==> src/design/pfm_pkg.sv <==
// ---------------------------------------------------------------------------
// pfm_pkg
// Shared constants, types and state encodings for the period/frequency meter.
// ---------------------------------------------------------------------------
package pfm_pkg;

    localparam int COUNT_WIDTH = 16;
    localparam int FREQ_WIDTH  = 16;
    localparam int CODE_WIDTH  = 8;
    localparam int TPS_WIDTH   = 16;
    localparam int BIN_WIDTH   = 7;   // bits needed for 0..99
    localparam int DIV_CNT_W   = $clog2(FREQ_WIDTH);
    localparam int BCD_CNT_W   = $clog2(BIN_WIDTH);

    localparam logic [TPS_WIDTH-1:0]   TPS_RESET   = TPS_WIDTH'(10000);
    localparam logic [FREQ_WIDTH-1:0]  DISPLAY_MAX = FREQ_WIDTH'(99);
    localparam logic [CODE_WIDTH-1:0]  ERROR_CODE  = 8'hEE;
    localparam logic [COUNT_WIDTH-1:0] COUNT_MAX   = {COUNT_WIDTH{1'b1}};

    typedef enum logic [1:0] {
        PH_WAIT_HIGH,
        PH_WAIT_LOW,
        PH_CNT_LOW,
        PH_CNT_HIGH
    } phase_t;

    typedef enum logic [1:0] {
        BCD_IDLE,
        BCD_RUN,
        BCD_HOLD
    } bcd_state_t;

    typedef struct packed {
        logic busy;
        logic done;
    } div_status_t;

    typedef struct packed {
        logic busy;
        logic valid;
    } bcd_status_t;

endpackage

==> src/design/pfm_bcd.sv <==
// ---------------------------------------------------------------------------
// pfm_bcd
// Serial double-dabble to two BCD digits, error code above 99.
// ---------------------------------------------------------------------------
module pfm_bcd
    import pfm_pkg::*;
(
    input  logic                  clk,
    input  logic                  rst_n,
    input  logic                  start,
    input  logic [FREQ_WIDTH-1:0] value,
    input  logic                  take,
    output bcd_status_t           status,
    output logic [CODE_WIDTH-1:0] code,
    output logic                  over
);

    bcd_state_t             state_reg, state_next;
    logic [BCD_CNT_W-1:0]   step_reg;
    logic [BIN_WIDTH-1:0]   bin_reg;
    logic [CODE_WIDTH-1:0]  code_reg;
    logic                   over_reg;
    logic                   too_big;
    logic                   last_step;
    logic [CODE_WIDTH-1:0]  adjusted;

    function automatic logic [3:0] dabble(input logic [3:0] d);
        dabble = (d >= 4'd5) ? d + 4'd3 : d;
    endfunction

    assign too_big   = (value > DISPLAY_MAX);
    assign last_step = (step_reg == BCD_CNT_W'(BIN_WIDTH - 1));
    assign adjusted  = {dabble(code_reg[7:4]), dabble(code_reg[3:0])};

    always_comb
    begin
        state_next = state_reg;
        unique case (state_reg)
            BCD_IDLE:
            begin
                if (start)
                    state_next = too_big ? BCD_HOLD : BCD_RUN;
            end
            BCD_RUN:
            begin
                if (last_step)
                    state_next = BCD_HOLD;
            end
            BCD_HOLD:
            begin
                if (take)
                    state_next = BCD_IDLE;
            end
            default: state_next = BCD_IDLE;
        endcase
    end

    always_comb
    begin
        status.busy  = 1'b0;
        status.valid = 1'b0;
        unique case (state_reg)
            BCD_IDLE: ;
            BCD_RUN:  status.busy = 1'b1;
            BCD_HOLD:
            begin
                status.busy  = 1'b1;
                status.valid = 1'b1;
            end
            default: ;
        endcase
    end

    always_ff @(posedge clk or negedge rst_n)
    begin
        if (!rst_n)
        begin
            state_reg <= BCD_IDLE;
            step_reg  <= '0;
        end
        else
        begin
            state_reg <= state_next;
            if (state_reg == BCD_RUN)
                step_reg <= step_reg + BCD_CNT_W'(1);
            else
                step_reg <= '0;
        end
    end

    always_ff @(posedge clk)
    begin
        if (state_reg == BCD_IDLE && start)
        begin
            bin_reg  <= value[BIN_WIDTH-1:0];
            code_reg <= too_big ? ERROR_CODE : '0;
            over_reg <= too_big;
        end
        else if (state_reg == BCD_RUN)
        begin
            // add-3 correction, then shift in the next binary bit
            code_reg <= {adjusted[CODE_WIDTH-2:0], bin_reg[BIN_WIDTH-1]};
            bin_reg  <= {bin_reg[BIN_WIDTH-2:0], 1'b0};
        end
    end

    assign code = code_reg;
    assign over = over_reg;

endmodule

==> config.mk <==
export PLATFORM = sky130hd
export DESIGN_NAME = pfm_bcd
export DESIGN_NICKNAME = d
export VERILOG_FILES = /design/src/design/pfm_pkg.sv /design/src/design/pfm_bcd.sv
export SDC_FILE = /design/constraint.sdc
export NUM_CORES = 1
export LEC_CHECK = 0
export BUFFER_PORTS_ARGS = -buffer_cell sky130_fd_sc_hd__buf_2
export CORE_ASPECT_RATIO = 0.5
export CORE_MARGIN = 2
export CORE_UTILIZATION = 27
export DETAILED_ROUTE_END_ITERATION = 12
export PLACE_DENSITY = 0.52
export SKIP_LAST_GASP = 1
export SLEW_MARGIN = 20
export SYNTH_ARGS = -nofsm -noshare
export SYNTH_HDL_FRONTEND = slang
export SYNTH_SLANG_ARGS = --single-unit
==> constraint.sdc <==
create_clock -name clk -period 3.54 [get_ports clk]
set_clock_uncertainty 0.2 [all_clocks]
set_input_delay 0.531 -clock clk [delete_from_list [all_inputs] [get_ports clk]]
set_output_delay 0.531 -clock clk [all_outputs]
set_load 0.01 [all_outputs]
==> metrics.txt, run 1 <==
CP Cell Sequence=inv_1 > ha_1 > nand2_1 > nand2b_1; minimum clock period=2.40 ns; yosys warns=0; vias in the first global route=840; IO Port Bufs=30; R2R Path End=bin_reg[2]; synthesized flop and latch total=21; Die Span Y=just over 50 um; post_cts resized=0; fin crit share=0.679; mapped cell area=about 1200 um2; VDD IR max=about 0.00024 V; Synth area leaders=edfxtp_1 40%, dfrtp_1 10%, ha_1 9.4%; worst r2r path cells=4; TritonCTS clock tree=built; status=finished clean; clock root buffer=clkbuf_8; Iter 0 DRT Violations=21; commonest non-fill, non-tap cells in the layout=30 x buf_2, 16 x edfxtp_1, 12 x inv_1, 9 x ha_1, 6 x nor2b_1; # clock sinks=21; TritonCTS Buffers=3; slowest stage delay, CP=0.71 ns; sequential share of the synthesized area=0.507; RSZ-0062 raised after global routing=no; I/O pin cnt=31; final setup fails=0; max FFs per register=8; post-synthesis area per instance=~12 um2; Cells after Synth=98; hold path cells=1; CP max-delay cell=nand2b_1; post-synth cell types=32; Vias=856; Via density=4.53; CTS max path bufs=2; Hold WS=~0.27 ns; DP Area=between 1000 and 1500 um2; critical-path maximum fanout=19; largest net degree at the start of global routing=20; diodes inserted=0; nets=162; initial antenna violation count=0; R2R Setup Slk=~1.1 ns; Leakage=around 0.64 nW; commonest non-fill, non-tap cell in the layout=buf_2; Setup TNS=0 ns; total track usage=0.0942; Die Width=between 90 and 100 um; DRC=0; num rows=17; htree depth=1; die area=5000 um2; Yosys top cell area share=0.403; Setup crit end kind=register; CP Launch Type=register; HP Class=register to register; Worst Hold End=step_reg[0]; first-pass GRT wire length=approximately 3700 um; Slew Limit Fails=0; WP data arrival=2.09 ns; clk_lat worst skew=0.25 ns; antenna-violating nets left=0; Core Box Area=between 4000 and 5000 um2; Reg-to-Reg Start=state_reg[1]; Syn Nets=127; Hold Crit Start=step_reg[0]; total power=0.853 mW; Final HPWL DP=roughly 1700 um; Max Cap Viol=0; area added between synthesis and finish=22.9%; GRT overflow=0; WS Path Type=register to register; Worst-Margin Slew=about 0.71 ns; fin area=around 1500 um2; clk slew on worst S/H paths=0.07 ns; Initial Util=0.276; layout cells sized above 1=0.326; final hold vios=0; CP required=3.23 ns; Rel. slew slack=0.525; fmax=0.416 GHz; 1st-pass router iterations=4; P per Cell Area=~580 nW/um2; largest area contributor in the netlist=edfxtp_1; wire per inst=11.7 um; routability cong.=0.736; final WL=roughly 2200 um
## how the worst max path moves through the flow
stage | from | end | slack [ns] | depth (start not counted)
finish | state_reg[1] | bin_reg[2] | 1.14 | 4
global route | state_reg[1] | bin_reg[4] | 0.93 | 4
CTS | state_reg[1] | bin_reg[2] | 1.12 | 4
detailed placement | state_reg[1] | code[5] | 1.13 | 4
global placement | value[11] | code[6] | 1.17 | 4
floorplan | value[11] | code[1] | 1.46 | 3
## worst max-delay path, delay by kind of cell, from the launching register on
family	cells	cell delay, ns
adders and majority gates	1	0.22
buffers and inverters	1	0.10
DFF	1	0.39
and+or+nand+nor	2	1.12
## through the flow
step,cells,worst slack (ns),util
final,189,1.14,0.340
after global routing,189,0.928,0.340
after CTS,189,1.12,0.340
after detailed placement,184,1.13,0.327
after global placement,184,1.17,0.327
after floorplan,98,1.46,-
## cells in the mapped netlist
library cell / count
edfxtp_1: 16
inv_1: 12
ha_1: 9
nor2b_1: 6
dfrtp_1: 5
mux2_2: 5
o2111ai_1: 4
o221ai_1: 4
nand2_1: 3
nand2b_1: 3
a21oi_1: 2
and2_1: 2
inv_2: 2
mux2i_1: 2
nor3_1: 2
nor3b_1: 2
o21a_1: 2
o31ai_1: 2
or3_1: 2
a21boi_0: 1
a22oi_1: 1
and3_1: 1
clkbuf_1: 1
mux2_1: 1
nor4_4: 1
o21ai_0: 1
o311a_1: 1
o41ai_1: 1
or2_4: 1
or4_4: 1
xnor2_1: 1
xor2_1: 1
## where the power goes
part | internal [mW] | switching, mW
combinational | 0.143 | 0.180
clock | 0.0799 | 0.0708
sequential | 0.349 | 0.0308
## final cells by class
| class | count | area, um2 |
|---|---|---|
| Clock buffer | 4 | 45.0 |
| Fill cell | 446 | 2850 |
| Inverter | 14 | 52.6 |
| Multi-Input combinational cell | 62 | 532 |
| Sequential cell | 21 | 606 |
| Tap cell | 57 | 71.3 |
| Timing Repair Buffer | 31 | 160 |
## per-layer routing
metal  track usage  up-vias  share of wire
met4        0.0278        0              0
met5             0        -              0
li1              -      431              -
met1         0.116      404           0.49
met2         0.163       21           0.46
met3        0.0274        0          0.044
## kinds of logic after synthesis
kind of cell | after synthesis | share of synthesized area
flip-flops | 21 | 0.507
XOR/XNOR | 2 | 0.0147
multiplexers | 8 | 0.0734
buffers and inverters | 15 | 0.0472
AND/OR/NAND/NOR | 24 | 0.138
AO/OA/AOI/OAI | 19 | 0.125
adder cells (fa/ha/maj) | 9 | 0.0943
## timing repair
item / 4_1_cts / 5_1_grt
buffers inserted: 0 / 0
hold endpoints to repair: 5 / 0
setup endpoints to repair: 0 / 0
hold buffers: 1 / 0
Power figures use the tool's default switching activity.
==> run 2: changes to the inputs <==
--- a/config.mk
+++ b/config.mk
@@ -5,6 +5,7 @@
 export SDC_FILE = /design/constraint.sdc
 export NUM_CORES = 1
 export LEC_CHECK = 0
+export ABC_AREA = 1
 export BUFFER_PORTS_ARGS = -buffer_cell sky130_fd_sc_hd__buf_2
 export CORE_ASPECT_RATIO = 0.5
 export CORE_MARGIN = 2
==> constraint.sdc (replaced) <==
create_clock -name clk -period 2.4 [get_ports clk]
set_clock_uncertainty 0.2 [all_clocks]
set_input_delay 0.36 -clock clk [delete_from_list [all_inputs] [get_ports clk]]
set_output_delay 0.36 -clock clk [all_outputs]
set_load 0.01 [all_outputs]
==> metrics.txt, run 2 <==
status=finished clean; num rows=17 (unchanged); final hold vios=0 (unchanged); # clock sinks=21 (unchanged); layout cells sized above 1=0.313 (-0.0129); diodes inserted=0 (unchanged); DRC=0 (unchanged); top post-synthesis cells by count=38 x nand2_1, 17 x inv_1, 16 x edfxtp_1; clk_lat worst skew=0.26 ns (about the same); CP required=2.15 ns (-1.08 ns); RSZ-0062 raised after global routing=no; hold buffer count at CTS=1 (unchanged); Synth Area in Simple Gates=0.237 (+0.0990); GRT overflow=0 (unchanged); Fillers=454 (+1.8%); most common cell in the synthesized netlist=nand2_1; I/O pin cnt=31 (unchanged); Hold WS=0.179 ns (-0.0867 ns); commonest non-fill, non-tap cells in the layout=38 x nand2_1, 30 x buf_2, 17 x inv_1, 16 x edfxtp_1, 10 x nor2_1; Synth area leaders=edfxtp_1 40%, nand2_1 12%, dfrtp_1 10%; main combinational cell family by area after synthesis=simple AND/OR/NAND/NOR gates; Slew Limit Fails=0 (unchanged); 1st-pass router iterations=4 (unchanged); htree depth=1 (unchanged); Syn Nets=158 (+24%); Synth Flop Type=edfxtp_1; fmax=0.546 GHz (+31%); routability cong.=0.766 (+4.1%); DP Area=1430 um2 (+0.98%); Die Span Y=51.4 um (+0.73%); Rel. slew slack=0.841 (+0.316); Worst-Margin Slew=0.236 ns (-0.476 ns); XOR/XNOR Fraction of Synth Area=0.00722 (-0.00745); fin area=1480 um2 (+1.0%); wire per inst=9.81 um (-16%); clk slew on worst S/H paths=0.08 ns (about the same); IO Port Bufs=30 (unchanged); Yosys top cell area share=0.396 (-0.00623); largest net degree at the start of global routing=14 (-30%); mux cell area share after synthesis=0 (-0.0734); final non-filler cell total=220 (+16%); total power=1.28 mW (+50%); Setup TNS=0 ns (unchanged); Vias=903 (+5.5%); Die Width=98.8 um (+0.75%); VDD IR max=0.000175 V (-26%); compound-gate portion of the synthesized area=0.0877 (-0.0370); TritonCTS Buffers=3 (unchanged); Setup crit end kind=register; antenna-violating nets left=0 (unchanged); nets=193 (+19%); CP Launch Type=register; Via density=4.10 (-9.4%); die area=5080 um2 (+1.5%); sequential share of the synthesized area=0.499 (-0.00785); synthesized flop and latch total=21 (unchanged); Iter 0 DRT Violations=58 (+180%); post-synth cell types=27 (-16%); max FFs per register=8 (unchanged); WS Path Type=register to register; final WL=2160 um (-2.0%); Max Cap Viol=0 (unchanged); first-pass GRT wire length=3770 um (+2.8%); Post-synth EDFFs=16 (unchanged); Leakage=0.712 nW (+11%); Synth Area in Adders=0.0929 (-0.00146); clock root buffer=clkbuf_8; final setup fails=0 (unchanged); fin crit share=0.763 (+0.0840); ys async rst share=0.238 (unchanged); critical-path maximum fanout=13 (-6); HP Class=input port to register; P per Cell Area=866 nW/um2 (+49%); CTS max path bufs=2 (unchanged); total track usage=0.0936 (-0.000565); Initial Util=0.278 (+0.00161); yosys warns=0 (unchanged); Post CTS Setup Buffer Count=0 (unchanged); WP data arrival=1.59 ns (-0.50 ns); Placed Cells=215 (+17%); initial antenna violation count=0 (unchanged); area added between synthesis and finish=22.2%; largest area contributor in the netlist=edfxtp_1; mapped cell area=1210 um2 (+1.6%); post_cts resized=0 (unchanged); TritonCTS clock tree=built; Core Box Area=4360 um2 (+0.99%); Cells after Synth=129 (+32%); commonest non-fill, non-tap cell in the layout=nand2_1; Final HPWL DP=1770 um (+2.4%); minimum clock period=1.83 ns (-0.572 ns); vias in the first global route=880 (+4.8%); post-synthesis area per instance=9.40 um2 (-23%)
## run 2: changes by cell type in the layout (fill, tap and decap cells not counted), moves of 3 or more
cell       previous run  this run
nand2b_1              3         0
o221ai_1              4         0
o21ai_2               0         3
nand2_1               3        38
o21ai_0               1         5
nor2b_1               6         0
o2111ai_1             4         0
nor2_1                0        10
inv_1                12        17
mux2_2                5         0
a21oi_1               2         5
## run 2: layout make-up
class	instances	area, um2	area share
Tap cell	57	71.3	0.0481
Timing Repair Buffer	32	168	0.113
Inverter	20	75.1	0.0507
Clock buffer	3	41.3	0.0279
Multi-Input combinational cell	86	515	0.348
Sequential cell	21	606	0.409
Clock inverter	1	5.00	0.00338
## run 2: path summary, 6_finish.rpt
check	from	end	slack, ns	cells past startpoint
setup / recovery	state_reg[1]	bin_reg[3]	0.57	5
hold / removal	value[6]	bin_reg[6]	0.18	3
setup reg to reg	state_reg[1]	bin_reg[3]	0.57	5
hold reg to reg	step_reg[0]	step_reg[0]	0.26	1
max in group asynchronous	rst_n	step_reg[0]	1.63	2
min in group asynchronous	rst_n	state_reg[0]	0.24	2
## run 2: stage by stage
stage | util | setup WS (ns)
floorplan | - | 0.582
global placement | 0.327 | 0.627
detailed placement | 0.327 | 0.556
CTS | 0.340 | 0.552
global route | 0.340 | 0.409
finish | 0.340 | 0.569
## run 2: kinds of logic (layout without fill, tap and decap cells)
logic type      after synthesis  in the layout
compound gates               16             16
simple gates                 60             60
flops                        21             21
fa+ha+maj                     9              9
buf+inv                      22             56
xor+xnor                      1              1
## run 2: where the power goes
| part | switching, mW | total [mW] | internal (mW) |
|---|---|---|---|
| Combinational | 0.302 | 0.493 | 0.191 |
| Clock | 0.109 | 0.224 | 0.115 |
| Sequential | 0.0483 | 0.566 | 0.518 |
| Total | 0.459 | 1.28 | 0.824 |
## run 2: worst max-delay path, cell delays in order, from the launching register on
cell     delay, ns
dfrtp_1       0.38
inv_1         0.10
ha_1          0.23
nand2_2       0.19
nand2_1       0.19
buf_4         0.24
## run 2: routing by layer
metal,up-vias,share of wire,global-route usage,routed length [um]
li1,480,-,-,-
met2,8,0.51,0.169,1100
met3,2,0.027,0.0301,58
met4,0,0.0088,0.0205,19
met5,-,0,0,0
met1,413,0.46,0.111,982
