[src/design/pfm_pkg.sv]
// ---------------------------------------------------------------------------
// pfm_pkg
// Shared constants, types and state encodings for the period/frequency meter.
// ---------------------------------------------------------------------------
package pfm_pkg;

    localparam int COUNT_WIDTH = 16;
    localparam int FREQ_WIDTH  = 16;
    localparam int CODE_WIDTH  = 8;
    localparam int TPS_WIDTH   = 16;
    localparam int BIN_WIDTH   = 7;   // bits needed for 0..99
    localparam int DIV_CNT_W   = $clog2(FREQ_WIDTH);
    localparam int BCD_CNT_W   = $clog2(BIN_WIDTH);

    localparam logic [TPS_WIDTH-1:0]   TPS_RESET   = TPS_WIDTH'(10000);
    localparam logic [FREQ_WIDTH-1:0]  DISPLAY_MAX = FREQ_WIDTH'(99);
    localparam logic [CODE_WIDTH-1:0]  ERROR_CODE  = 8'hEE;
    localparam logic [COUNT_WIDTH-1:0] COUNT_MAX   = {COUNT_WIDTH{1'b1}};

    typedef enum logic [1:0] {
        PH_WAIT_HIGH,
        PH_WAIT_LOW,
        PH_CNT_LOW,
        PH_CNT_HIGH
    } phase_t;

    typedef enum logic [1:0] {
        BCD_IDLE,
        BCD_RUN,
        BCD_HOLD
    } bcd_state_t;

    typedef struct packed {
        logic busy;
        logic done;
    } div_status_t;

    typedef struct packed {
        logic busy;
        logic valid;
    } bcd_status_t;

endpackage

[src/design/pfm_div.sv]
// ---------------------------------------------------------------------------
// pfm_div
// Restoring divider, one quotient bit per cycle.
// ---------------------------------------------------------------------------
module pfm_div
    import pfm_pkg::*;
(
    input  logic                   clk,
    input  logic                   rst_n,
    input  logic                   start,
    input  logic [FREQ_WIDTH-1:0]  dividend,
    input  logic [COUNT_WIDTH-1:0] divisor,
    output div_status_t            status,
    output logic [FREQ_WIDTH-1:0]  quotient
);

    logic                   busy_reg, busy_next;
    logic                   done_reg, done_next;
    logic [DIV_CNT_W-1:0]   step_reg, step_next;
    logic [COUNT_WIDTH-1:0] rem_reg, rem_next;
    logic [FREQ_WIDTH-1:0]  quo_reg, quo_next;
    logic [COUNT_WIDTH-1:0] dvs_reg, dvs_next;

    logic [COUNT_WIDTH:0]   trial;
    logic [COUNT_WIDTH:0]   diff;
    logic                   q_bit;

    // dividend bits shift out of the top of quo_reg as quotient bits enter below
    assign trial = {rem_reg, quo_reg[FREQ_WIDTH-1]};
    assign diff  = trial - {1'b0, dvs_reg};
    assign q_bit = (trial >= {1'b0, dvs_reg});

    always_comb
    begin
        busy_next = busy_reg;
        done_next = 1'b0;
        step_next = step_reg;
        rem_next  = rem_reg;
        quo_next  = quo_reg;
        dvs_next  = dvs_reg;
        if (start)
        begin
            busy_next = 1'b1;
            step_next = '0;
            rem_next  = '0;
            quo_next  = dividend;
            dvs_next  = divisor;
        end
        else if (busy_reg)
        begin
            rem_next  = q_bit ? diff[COUNT_WIDTH-1:0] : trial[COUNT_WIDTH-1:0];
            quo_next  = {quo_reg[FREQ_WIDTH-2:0], q_bit};
            step_next = step_reg + DIV_CNT_W'(1);
            if (step_reg == DIV_CNT_W'(FREQ_WIDTH - 1))
            begin
                busy_next = 1'b0;
                done_next = 1'b1;
            end
        end
    end

    always_ff @(posedge clk or negedge rst_n)
    begin
        if (!rst_n)
        begin
            busy_reg <= 1'b0;
            done_reg <= 1'b0;
            step_reg <= '0;
        end
        else
        begin
            busy_reg <= busy_next;
            done_reg <= done_next;
            step_reg <= step_next;
        end
    end

    always_ff @(posedge clk)
    begin
        rem_reg <= rem_next;
        quo_reg <= quo_next;
        dvs_reg <= dvs_next;
    end

    assign status.busy = busy_reg;
    assign status.done = done_reg;
    assign quotient    = quo_reg;

endmodule

[config.mk]
export PLATFORM = sky130hd
export DESIGN_NAME = pfm_div
export DESIGN_NICKNAME = d
export VERILOG_FILES = /design/src/design/pfm_pkg.sv /design/src/design/pfm_div.sv
export SDC_FILE = /design/constraint.sdc
export NUM_CORES = 1
export LEC_CHECK = 0
export ABC_AREA = 1
export BUFFER_PORTS_ARGS = -buffer_cell sky130_fd_sc_hd__buf_2
export CAP_MARGIN = 20
export CORE_MARGIN = 2
export CORE_UTILIZATION = 40
export CTS_BUF_LIST = sky130_fd_sc_hd__clkbuf_4 sky130_fd_sc_hd__clkbuf_8
export DETAILED_ROUTE_END_ITERATION = 6
export PLACE_DENSITY = 0.7
export SLEW_MARGIN = 20
export SYNTH_ARGS = -nofsm -noshare
export SYNTH_HDL_FRONTEND = slang
export SYNTH_SLANG_ARGS = --single-unit
export TNS_END_PERCENT = 50
[constraint.sdc]
create_clock -name clk -period 2.3 [get_ports clk]
set_input_delay 0.115 -clock clk [delete_from_list [all_inputs] [get_ports clk]]
set_output_delay 0.115 -clock clk [all_outputs]
set_load 0.01 [all_outputs]
==> metrics.txt, run 1 <==
# TYPE chip_impl_metric gauge
chip_impl_metric{name="transition_time_at_the_pin_with_the_least_slew_margin",unit="ns"} 0.525
chip_impl_info{name="crit_path_end_kind",value="register"} 1
chip_impl_metric{name="static-leakage-power",unit="nW"} 2.06
chip_impl_metric{name="drc",unit=""} 0
chip_impl_metric{name="synthToLayoutAreaGrowth",unit="%"} 19.5
chip_impl_metric{name="worst_ep_arrival_time",unit="ns"} 2.35
chip_impl_metric{name="die_x",unit="um"} 94.8
chip_impl_metric{name="overflow",unit=""} 0
chip_impl_metric{name="nNetsFinal",unit=""} 564
chip_impl_metric{name="numPortBuffers",unit=""} 52
chip_impl_metric{name="postSynthNetCount",unit=""} 491
chip_impl_metric{name="cts_sinks",unit=""} 54
chip_impl_metric{name="final-setup-viol-count",unit=""} 0
chip_impl_info{name="cts_tree",value="done"} 1
chip_impl_info{name="worst_r2r_startpoint",value="quotient[15]$_DFFE_PP_"} 1
chip_impl_info{name="critical_path_start_end_classification",value="reg -> reg"} 1
chip_impl_metric{name="cellPowerDensity",unit="nW/um^2"} 1030
chip_impl_metric{name="placeableCoreArea",unit="um^2"} 8090
chip_impl_metric{name="initialDrtViolationCount",unit=""} 189
chip_impl_metric{name="postRouteAntennaNets",unit=""} 0
chip_impl_metric{name="part_of_the_yosys_area_used_for_sequential_elements",unit="%"} 43.4
chip_impl_metric{name="syn-instance-count",unit=""} 438
chip_impl_metric{name="initial_utilization",unit="%"} 40.8
chip_impl_info{name="timing.critical_path.from",value="quotient[15]$_DFFE_PP_"} 1
chip_impl_metric{name="clock_tree.buffer_depth",unit=""} 2
chip_impl_info{name="grt_setup_unrepaired",value="no"} 1
chip_impl_metric{name="clock-skew-final",unit="ns"} 0.0132
chip_impl_metric{name="cap_violations",unit=""} 0
chip_impl_metric{name="via_per_inst",unit=""} 4.77
chip_impl_metric{name="worst-path-max-fanout",unit=""} 4
chip_impl_info{name="min-delay-path-class",value="in -> reg"} 1
chip_impl_metric{name="antenna_violations_before_repair",unit=""} 0
chip_impl_metric{name="clk_slew_on_worst_s_h_paths",unit="ns"} 0.12
chip_impl_metric{name="cts_bufs_inserted",unit=""} 5
chip_impl_metric{name="power.total",unit="mW"} 4.06
chip_impl_metric{name="synthesized_area_divided_by_synthesized_cell_count",unit="um^2"} 7.53
chip_impl_metric{name="grt_max_degree",unit=""} 25
chip_impl_metric{name="timing.slew.headroom",unit="%"} 64.8
chip_impl_metric{name="netlist-cell-type-count",unit=""} 33
chip_impl_metric{name="vdd.ir_drop.worst",unit="mV"} 0.324
chip_impl_metric{name="period_needed",unit="ns"} 2.11
chip_impl_metric{name="cts_resized",unit=""} 0
chip_impl_info{name="ctsRootBufferMaster",value="sky130_fd_sc_hd__clkbuf_8"} 1
chip_impl_metric{name="grt_util_all_layers",unit="%"} 18.0
chip_impl_metric{name="pin_count",unit=""} 53
chip_impl_metric{name="finalSetupTns",unit="ns"} 0
chip_impl_metric{name="first_global_vias",unit=""} 2770
chip_impl_metric{name="htree_num_levels",unit=""} 2
chip_impl_metric{name="yosys_warnings",unit=""} 0
chip_impl_info{name="worst_hold_startpoint",value="dividend[13]"} 1
chip_impl_metric{name="synth_area",unit="um^2"} 3300
chip_impl_metric{name="max_freq",unit="GHz"} 0.474
chip_impl_info{name="setup.worst_path.start_class",value="register"} 1
chip_impl_info{name="ys.flop_type",value="sky130_fd_sc_hd__edfxtp_1"} 1
chip_impl_metric{name="die_area",unit="um^2"} 8990
chip_impl_metric{name="gp_congestion",unit=""} 0.943
chip_impl_metric{name="total_via_count_after_detailed_routing",unit=""} 2943
chip_impl_metric{name="worstSkewPairLatency",unit="ns"} 0.33
chip_impl_metric{name="final_wl",unit="um"} 7450
chip_impl_metric{name="detailed_place_hpwl",unit="um"} 5440
chip_impl_metric{name="drt_first_pass_iters",unit=""} 4
chip_impl_metric{name="grt_first_pass_wirelength",unit="um"} 12600
chip_impl_metric{name="cp_data_required_time",unit="ns"} 2.54
chip_impl_metric{name="rows",unit=""} 33
chip_impl_metric{name="insertedDiodeCount",unit=""} 0
chip_impl_metric{name="report.final.hold_viol_count",unit=""} 0
chip_impl_metric{name="synth.ff_latch_count",unit=""} 54
chip_impl_info{name="outcome",value="completed"} 1
chip_impl_metric{name="asyncSetResetFlopFracSynth",unit="%"} 11.1
chip_impl_metric{name="period_share",unit="%"} 91.7
chip_impl_metric{name="timing_max_transition_violations_final",unit=""} 0
chip_impl_metric{name="die-height",unit="um"} 94.8
chip_impl_metric{name="drive_above_1_share",unit="%"} 15.8
chip_impl_metric{name="post_drt_wl_per_cell",unit="um"} 12.1
chip_impl_metric{name="number_of_enable_flip_flop_cells_after_synthesis",unit=""} 32
[logic make-up after synthesis]
| group | Yosys count | share of synthesized area (%) |
|---|---|---|
| compound gates | 26 | 4.51 |
| flops | 54 | 43.4 |
| buf+inv | 84 | 10.4 |
| simple gates | 249 | 32.8 |
| fa+ha+maj | 18 | 7.05 |
| xor+xnor | 7 | 1.86 |
[area by class of cell]
type / instances / area (um^2)
Multi-Input combinational cell: 300 / 1530
Fill cell: 822 / 4150
Timing Repair Buffer: 75 / 475
Tap cell: 105 / 131
Sequential cell: 54 / 1430
Inverter: 75 / 282
Clock inverter: 3 / 28.8
Clock buffer: 5 / 68.8
[cells in the final DEF (no fill, tap or decap), drive strengths merged, types with 2 or more instances in the layout]
cell type / instances
nor2: 26
dlygate4sd3: 17
a21oi: 11
xor2: 3
nand3b: 7
edfxtp: 32
ha: 17
nand2: 164
clkinv: 3
dfrtp: 6
nor3: 8
dfxtp: 16
xnor2: 4
clkbuf: 5
a31oi: 2
inv: 75
buf: 58
nand3: 39
o21ai: 11
nand4: 4
[worst max-delay path: stages, from the launching register on]
cell                       delay [ns]
sky130_fd_sc_hd__edfxtp_1        0.36
sky130_fd_sc_hd__inv_1           0.07
sky130_fd_sc_hd__ha_1            0.22
sky130_fd_sc_hd__fa_1            0.42
sky130_fd_sc_hd__nor2_1          0.13
sky130_fd_sc_hd__nor2_1          0.09
sky130_fd_sc_hd__o21ai_0         0.28
sky130_fd_sc_hd__nand2_1         0.14
sky130_fd_sc_hd__nand3_1         0.13
sky130_fd_sc_hd__nand3_2         0.07
sky130_fd_sc_hd__nand2_1         0.07
sky130_fd_sc_hd__nand2_1         0.04
[routing by layer]
layer	global-route usage, %	wire length, um	up-vias
met5	0	0	-
met4	7.13	162	0
met3	2.79	262	15
met2	29.6	3480	64
met1	23.6	3550	1337
li1	-	-	1527
[what timing repair did]
item,4_1_cts,5_1_grt
hold buffers,17,0
hold endpoints to repair,22,0
buffers inserted,0,0
[where the power goes]
part | internal (mW) | leakage [nW] | switching, mW | total, mW
registers | 1.23 | 0.541 | 0.116 | 1.34
clock network | 0.227 | 0.0502 | 0.370 | 0.597
logic | 0.804 | 1.47 | 1.32 | 2.12
total | 2.26 | 2.06 | 1.80 | 4.06
[Yosys cell counts, types with 4 or more instances]
cell type | instances | area (um^2)
sky130_fd_sc_hd__nor2_1 | 21 | 78.8
sky130_fd_sc_hd__nor2_2 | 4 | 25.0
sky130_fd_sc_hd__ha_1 | 17 | 213
sky130_fd_sc_hd__dfxtp_1 | 16 | 320
sky130_fd_sc_hd__edfxtp_1 | 32 | 961
sky130_fd_sc_hd__dfrtp_1 | 6 | 150
sky130_fd_sc_hd__buf_4 | 4 | 30.0
sky130_fd_sc_hd__nand4_1 | 4 | 25.0
sky130_fd_sc_hd__nand2_1 | 161 | 604
sky130_fd_sc_hd__nor3_1 | 8 | 40.0
sky130_fd_sc_hd__a21oi_1 | 9 | 45.0
sky130_fd_sc_hd__nand3_1 | 36 | 180
sky130_fd_sc_hd__inv_1 | 73 | 274
sky130_fd_sc_hd__nand3b_1 | 7 | 52.6
sky130_fd_sc_hd__xnor2_1 | 4 | 35.0
sky130_fd_sc_hd__o21ai_0 | 10 | 50.1
[final timing paths]
check	endpoint	slack (ns)	cells past startpoint
max in group asynchronous	step_reg[0]$_DFFE_PN0P_	1.98	2
setup reg to reg	rem_reg[14]$_SDFFE_PP0P_	0.19	11
setup / recovery	rem_reg[14]$_SDFFE_PP0P_	0.19	11
hold reg to reg	rem_reg[15]$_SDFFE_PP0P_	0.48	2
hold / removal	quotient[13]$_DFFE_PP_	0.05	3
min in group asynchronous	done_reg$_DFF_PN0_	0.16	2
[metrics by stage]
step                      cells  cell area (um^2)  hold slack, ns  setup slack (ns)  utilization [%]
after floorplan             438              3300          -0.181             0.365                -
after detailed placement    592              3670         -0.0527             0.227             45.4
after CTS                   617              3940          0.0478             0.212             48.7
after global routing        617              3940          0.0491            0.0156             48.7
after global placement      592              3670         -0.0574             0.258             45.4
final                       617              3940          0.0503             0.190             48.7
Power figures use the tool's default switching activity.
==> run 2: changes to the inputs <==
- CAP_MARGIN: 20 -> 15
- PLACE_DENSITY: 0.7 -> 0.72
- clock period: 2.3 -> 1.9 ns (I/O delays scaled with it)
==> run 2 against run 1 <==
  * Register-to-register slack worse by 0.19 ns
  * Combinational power increased by 63%
  * Critical endpoint is now rem_reg[7]$_SDFFE_PP0P_
  * Critical path depth rose by 1
  * Global-route usage rose by 0.28 points
  * Final cell count rose by 3.1%
  * Cell area increased by 14%
  * Sequential power increased by 27%
  * Non-clock buffer count up 18
  * Core utilization increased by 6.7 points
==> metrics.txt, run 2 (synthesized netlist as in run 1, its figures left out) <==
# TYPE chip_impl_metric gauge
chip_impl_metric{name="clock_tree.buffer_depth",unit=""} 2
chip_impl_metric{name="worstSkewPairLatency",unit="ns"} 0.32
chip_impl_metric{name="synthToLayoutAreaGrowth",unit="%"} 35.8
chip_impl_metric{name="pin_count",unit=""} 53
chip_impl_metric{name="cts_bufs_inserted",unit=""} 5
chip_impl_metric{name="final-setup-viol-count",unit=""} 0
chip_impl_metric{name="clock-skew-final",unit="ns"} 0.0132
chip_impl_metric{name="via_per_inst",unit=""} 4.97
chip_impl_metric{name="rows",unit=""} 33
chip_impl_metric{name="share_seq_of_total_power",unit="%"} 28.5
chip_impl_metric{name="clk_slew_on_worst_s_h_paths",unit="ns"} 0.11
chip_impl_metric{name="timing.slew.headroom",unit="%"} 65.3
chip_impl_info{name="cts_tree",value="done"} 1
chip_impl_metric{name="cap_violations",unit=""} 0
chip_impl_metric{name="detailed_place.area",unit="um^2"} 3790
chip_impl_info{name="grt_setup_unrepaired",value="yes"} 1
chip_impl_metric{name="grt_first_pass_wirelength",unit="um"} 12900
chip_impl_metric{name="initialDrtViolationCount",unit=""} 199
chip_impl_metric{name="die_area",unit="um^2"} 8990
chip_impl_metric{name="period_share",unit="%"} 99.9
chip_impl_metric{name="period_needed",unit="ns"} 1.90
chip_impl_metric{name="total_via_count_after_detailed_routing",unit=""} 3158
chip_impl_metric{name="sw_power",unit="mW"} 2.55
chip_impl_metric{name="numPortBuffers",unit=""} 52
chip_impl_info{name="crit_path_end_kind",value="register"} 1
chip_impl_info{name="min-delay-path-class",value="in -> reg"} 1
chip_impl_metric{name="worst_ep_arrival_time",unit="ns"} 2.09
chip_impl_metric{name="max_freq",unit="GHz"} 0.527
chip_impl_metric{name="transition_time_at_the_pin_with_the_least_slew_margin",unit="ns"} 0.518
chip_impl_metric{name="drc",unit=""} 0
chip_impl_info{name="layout_commonest_cell",value="sky130_fd_sc_hd__nand2_1"} 1
chip_impl_metric{name="timing_max_transition_violations_final",unit=""} 0
chip_impl_metric{name="layout.cell_area.non_filler",unit="um^2"} 4480
chip_impl_info{name="mostFrequentLayoutCells",value="sky130_fd_sc_hd__nand2_1 (147), sky130_fd_sc_hd__inv_1 (68), sky130_fd_sc_hd__buf_2 (53)"} 1
chip_impl_metric{name="htree_num_levels",unit=""} 2
chip_impl_metric{name="die-height",unit="um"} 94.8
chip_impl_metric{name="nNetsFinal",unit=""} 583
chip_impl_metric{name="first_global_vias",unit=""} 2898
chip_impl_metric{name="die_x",unit="um"} 94.8
chip_impl_metric{name="overflow",unit=""} 0
chip_impl_metric{name="cts_sinks",unit=""} 54
chip_impl_metric{name="vdd.ir_drop.worst",unit="mV"} 0.804
chip_impl_metric{name="placeableCoreArea",unit="um^2"} 8090
chip_impl_metric{name="detailed_place_hpwl",unit="um"} 5740
chip_impl_metric{name="post_drt_wl_per_cell",unit="um"} 13.2
chip_impl_metric{name="static-leakage-power",unit="nW"} 2.19
chip_impl_info{name="critical_path_start_end_classification",value="reg -> reg"} 1
chip_impl_info{name="setup.worst_path.start_class",value="register"} 1
chip_impl_metric{name="initial_utilization",unit="%"} 40.8
chip_impl_info{name="timing.critical_path.from",value="dvs_reg[5]$_DFFE_PP_"} 1
chip_impl_metric{name="antenna_violations_before_repair",unit=""} 0
chip_impl_metric{name="insertedDiodeCount",unit=""} 0
chip_impl_metric{name="grt_max_degree",unit=""} 24
chip_impl_metric{name="power.combinational.fraction",unit="%"} 58.1
chip_impl_metric{name="cellPowerDensity",unit="nW/um^2"} 1330
chip_impl_metric{name="clock_power_share",unit="%"} 13.4
chip_impl_metric{name="cell_internal_pwr",unit="mW"} 3.41
chip_impl_info{name="outcome",value="completed"} 1
chip_impl_metric{name="report.final.hold_viol_count",unit=""} 0
chip_impl_info{name="worst_r2r_startpoint",value="dvs_reg[5]$_DFFE_PP_"} 1
chip_impl_metric{name="worst-path-max-fanout",unit=""} 8
chip_impl_metric{name="postRouteAntennaNets",unit=""} 0
chip_impl_metric{name="final_wl",unit="um"} 8400
chip_impl_metric{name="grt_util_all_layers",unit="%"} 18.2
chip_impl_metric{name="gp_congestion",unit=""} 0.897
chip_impl_info{name="worst_hold_startpoint",value="dividend[4]"} 1
chip_impl_metric{name="cp_data_required_time",unit="ns"} 2.09
chip_impl_metric{name="power.total",unit="mW"} 5.96
chip_impl_metric{name="net_switching_fraction_of_the_power",unit="%"} 42.8
chip_impl_metric{name="drt_first_pass_iters",unit=""} 5
chip_impl_metric{name="drive_above_1_share",unit="%"} 27.5
chip_impl_info{name="ctsRootBufferMaster",value="sky130_fd_sc_hd__clkbuf_8"} 1
-- run 2: final timing paths --
| kind | slack [ns] | depth (start not counted) | end |
|---|---|---|---|
| worst max-delay path | 0.001 | 12 | rem_reg[7]$_SDFFE_PP0P_ |
| worst min-delay path | 0.04 | 3 | quotient[4]$_DFFE_PP_ |
| worst max register to register | 0.001 | 12 | rem_reg[7]$_SDFFE_PP0P_ |
| worst min register to register | 0.48 | 2 | rem_reg[15]$_SDFFE_PP0P_ |
| max in group asynchronous | 1.65 | 2 | step_reg[1]$_DFFE_PN0P_ |
| min in group asynchronous | 0.11 | 2 | busy_reg$_DFF_PN0_ |
-- run 2: critical path, stage by stage (launching register included) --
cell and delay (ns):
sky130_fd_sc_hd__edfxtp_1 0.35, sky130_fd_sc_hd__inv_1 0.07, sky130_fd_sc_hd__ha_4 0.30, sky130_fd_sc_hd__nand2_2 0.08, sky130_fd_sc_hd__nor2_2 0.17, sky130_fd_sc_hd__nand4_1 0.17, sky130_fd_sc_hd__nand2_2 0.13, sky130_fd_sc_hd__nor2_4 0.07
sky130_fd_sc_hd__buf_12 0.14, sky130_fd_sc_hd__nand2_8 0.08, sky130_fd_sc_hd__nand2_1 0.07, sky130_fd_sc_hd__nand3_1 0.07, sky130_fd_sc_hd__o21ai_0 0.07
-- run 2: routing by layer --
metal	vias up	GRT usage, %	share of wire [%]
met5	-	0	0
met4	0	5.56	2.3
met3	18	2.87	5.8
met1	1467	22.9	42
li1	1571	-	-
met2	102	32.2	50
-- run 2: per-stage QoR --
step	hold slack [ns]	setup TNS, ns	setup slack (ns)	utilization (%)	cells
2_1_floorplan	-0.201	0	0.0421	-	438
3_3_place_gp	-0.0784	0	0.0390	46.8	604
4_1_cts	0.0346	-0.00178	-0.00178	50.5	629
5_1_grt	0.0417	-0.791	-0.0940	55.4	636
3_5_place_dp	-0.0753	-0.00235	-0.00235	46.8	604
6_report	0.0389	0	0.000976	55.4	636
-- run 2: area by class of cell --
class                      count  area (um^2)
clock buffer                   5         68.8
fill                         745         3610
multi-input combinational    301         1860
timing repair buffer          93          669
tap                          105          131
sequential                    54         1430
clock inverter                 3         42.5
inverter                      75          282
-- run 2: power groups by stage --
stage / Combinational (mW) / Sequential [mW] / Clock [mW]
finish: 3.46 / 1.70 / 0.802
global route: 3.81 / 1.72 / 0.858
CTS: 2.70 / 1.63 / 0.813
detailed placement: 2.63 / 1.65 / 0
global placement: 2.60 / 1.64 / 0
floorplan: 1.98 / 1.63 / 0
-- run 2: timing repair --
action	in CTS	in global routing
hold buffers	17	0
gates resized for setup	2	60
setup endpoints to repair	8	17
cloned	0	2
setup buffers	0	5
pin swaps	0	10
hold endpoints to repair	22	0
==> run 3: changes to the inputs <==
- CORE_MARGIN: 2 -> not set
==> run 3 against run 2 <==
  * Final cell count shrank 0.94%
  * Register-to-register slack gained 0.03 ns
  * Core utilization grew 0.76 points
  * Combinational power shrank 2%
  * Sequential share of layout area grew 0.55 points
  * Largest power group unchanged
==> metrics.txt, run 3 (synthesized netlist as in run 1, its figures left out) <==
# TYPE chip_impl_metric gauge
chip_impl_metric{name="period_share",unit="%"} 98.2
chip_impl_metric{name="pin_count",unit=""} 53
chip_impl_metric{name="finalNonFillerCells",unit=""} 630
chip_impl_metric{name="static-leakage-power",unit="nW"} 2.17
chip_impl_metric{name="initialDrtViolationCount",unit=""} 161
chip_impl_metric{name="die_area",unit="um^2"} 8620
chip_impl_metric{name="worst-path-max-fanout",unit=""} 3
chip_impl_metric{name="report.final.hold_viol_count",unit=""} 0
chip_impl_info{name="timing.critical_path.from",value="dvs_reg[0]$_DFFE_PP_"} 1
chip_impl_info{name="ctsRootBufferMaster",value="sky130_fd_sc_hd__clkbuf_8"} 1
chip_impl_metric{name="grt_max_degree",unit=""} 25
chip_impl_metric{name="period_needed",unit="ns"} 1.87
chip_impl_metric{name="postRouteAntennaNets",unit=""} 0
chip_impl_metric{name="vdd.ir_drop.worst",unit="mV"} 0.455
chip_impl_metric{name="cts_sinks",unit=""} 54
chip_impl_info{name="layout_commonest_cell",value="sky130_fd_sc_hd__nand2_1"} 1
chip_impl_metric{name="rows",unit=""} 32
chip_impl_metric{name="synthToLayoutAreaGrowth",unit="%"} 33.5
chip_impl_info{name="grt_setup_unrepaired",value="yes"} 1
chip_impl_metric{name="cp_data_required_time",unit="ns"} 2.10
chip_impl_metric{name="final_wl",unit="um"} 8280
chip_impl_info{name="worst_hold_startpoint",value="dividend[1]"} 1
chip_impl_metric{name="power.total",unit="mW"} 5.75
chip_impl_metric{name="placeableCoreArea",unit="um^2"} 7850
chip_impl_metric{name="detailed_place_hpwl",unit="um"} 5790
chip_impl_metric{name="wirelength_met1",unit="um"} 3680
chip_impl_metric{name="drive_above_1_share",unit="%"} 27.7
chip_impl_metric{name="timing_max_transition_violations_final",unit=""} 0
chip_impl_info{name="mostFrequentLayoutCells",value="sky130_fd_sc_hd__nand2_1 (151), sky130_fd_sc_hd__inv_1 (64), sky130_fd_sc_hd__buf_2 (52)"} 1
chip_impl_metric{name="nNetsFinal",unit=""} 580
chip_impl_metric{name="met3_wirelength",unit="um"} 468
chip_impl_metric{name="cap_violations",unit=""} 0
chip_impl_metric{name="grt_util_all_layers",unit="%"} 19.3
chip_impl_metric{name="drt_first_pass_iters",unit=""} 4
chip_impl_metric{name="overflow",unit=""} 0
chip_impl_info{name="cts_tree",value="done"} 1
chip_impl_metric{name="timing.slew.headroom",unit="%"} 63.3
chip_impl_metric{name="worstSkewPairLatency",unit="ns"} 0.32
chip_impl_info{name="outcome",value="completed"} 1
chip_impl_info{name="setup.worst_path.start_class",value="register"} 1
chip_impl_metric{name="critical_path.max_stage_delay",unit="ns"} 0.43
chip_impl_metric{name="antenna_violations_before_repair",unit=""} 0
chip_impl_metric{name="die_x",unit="um"} 92.8
chip_impl_metric{name="finalSetupTns",unit="ns"} 0
chip_impl_metric{name="final-setup-viol-count",unit=""} 0
chip_impl_metric{name="insertedDiodeCount",unit=""} 0
chip_impl_metric{name="htree_num_levels",unit=""} 2
chip_impl_info{name="slowest_stage",value="sky130_fd_sc_hd__edfxtp_1"} 1
chip_impl_metric{name="grt_first_pass_wirelength",unit="um"} 13200
chip_impl_metric{name="final_util",unit="%"} 56.1
chip_impl_info{name="min-delay-path-class",value="in -> reg"} 1
chip_impl_metric{name="initial_utilization",unit="%"} 42.0
chip_impl_metric{name="die-height",unit="um"} 92.8
chip_impl_metric{name="dp.cells",unit=""} 596
chip_impl_info{name="most_common_cell_type_on_the_critical_path",value="sky130_fd_sc_hd__nand2_1"} 1
chip_impl_metric{name="post_drt_wl_per_cell",unit="um"} 13.1
chip_impl_metric{name="cellPowerDensity",unit="nW/um^2"} 1300
chip_impl_metric{name="worst_ep_arrival_time",unit="ns"} 2.07
chip_impl_metric{name="max_freq",unit="GHz"} 0.536
chip_impl_info{name="critical_path_cell_by_cell",value="ha_4, fa_2, buf_4, nand3b_1, nand3_1, nand2_1, nand2_1, nand2_1, nand3_2, o21ai_2"} 1
chip_impl_metric{name="gp_congestion",unit=""} 0.903
chip_impl_info{name="uppermost_metal_layer_occupied_by_signal_nets",value="met4"} 1
chip_impl_metric{name="cts_bufs_inserted",unit=""} 5
chip_impl_metric{name="drc",unit=""} 0
chip_impl_metric{name="clock-skew-final",unit="ns"} 0.0111
chip_impl_info{name="critical_path_start_end_classification",value="reg -> reg"} 1
chip_impl_info{name="worst_r2r_startpoint",value="dvs_reg[0]$_DFFE_PP_"} 1
chip_impl_metric{name="clk_slew_on_worst_s_h_paths",unit="ns"} 0.10
chip_impl_metric{name="first_global_vias",unit=""} 2964
chip_impl_metric{name="numPortBuffers",unit=""} 52
chip_impl_metric{name="total_via_count_after_detailed_routing",unit=""} 3093
chip_impl_info{name="crit_path_end_kind",value="register"} 1
chip_impl_metric{name="routed-wl-met2",unit="um"} 4030
chip_impl_metric{name="clock_tree.buffer_depth",unit=""} 2
chip_impl_metric{name="transition_time_at_the_pin_with_the_least_slew_margin",unit="ns"} 0.547
chip_impl_metric{name="via_per_inst",unit=""} 4.91
## run 3: changes by cell type in the layout (fill, tap and decap cells not counted), sizes merged
cell / previous run / this run
clkbuf: 5 / 6
buf: 76 / 74
nand2: 165 / 164
bufinv: 1 / 0
## run 3: worst paths after layout
path / end / slack [ns] / cells after the start
max in group asynchronous: done_reg$_DFF_PN0_ / 1.64 / 2
setup reg to reg: rem_reg[10]$_SDFFE_PP0P_ / 0.03 / 10
setup / recovery: rem_reg[10]$_SDFFE_PP0P_ / 0.03 / 10
hold reg to reg: rem_reg[15]$_SDFFE_PP0P_ / 0.48 / 2
min in group asynchronous: step_reg[2]$_DFFE_PN0P_ / 0.11 / 2
hold / removal: quotient[1]$_DFFE_PP_ / 0.04 / 3
## run 3: area by class of cell
class                           count  area (um^2)
Fill cell                         729         3440
Multi-Input combinational cell    300         1850
Sequential cell                    54         1430
Timing Repair Buffer               91          628
Inverter                           75          282
Tap cell                          102          128
Clock buffer                        6         76.3
Clock inverter                      2         13.8
## run 3: stage by stage
step	setup slack (ns)	hold slack [ns]	instance area (um^2)
finish	0.0341	0.0394	4410
global route	-0.0601	0.0484	4410
CTS	-0.00321	0.0329	4030
floorplan	0.0421	-0.201	3300
global placement	0.0386	-0.0752	3750
detailed placement	-0.0541	-0.0706	3750
## run 3: power breakdown
group / internal (mW) / switching (mW)
registers: 1.48 / 0.217
clock network: 0.278 / 0.392
logic: 1.49 / 1.89
## run 3: worst max-delay path, delay by kind of cell, from the launching register on
kind	cells	cell delay, ns
buffers and inverters	1	0.15
DFF	1	0.43
and+or+nand+nor	6	0.54
AOI/OAI and AO/OA	1	0.05
adders and majority gates	2	0.59
## run 3: what timing repair did
action / in CTS / in global routing
cloned: 0 / 1
buffers inserted: 0 / 8
hold buffers: 17 / 0
endpoints found under the setup margin: 9 / 17
hold endpoints to repair: 22 / 0
pin swaps: 0 / 20
gates resized for setup: 4 / 67
## run 3: routing by layer
layer / vias to the layer above / GRT usage (%)
li1: 1562 / -
met1: 1414 / 24.3
met2: 106 / 33.6
met3: 11 / 3.28
met4: 0 / 5.64
met5: - / 0
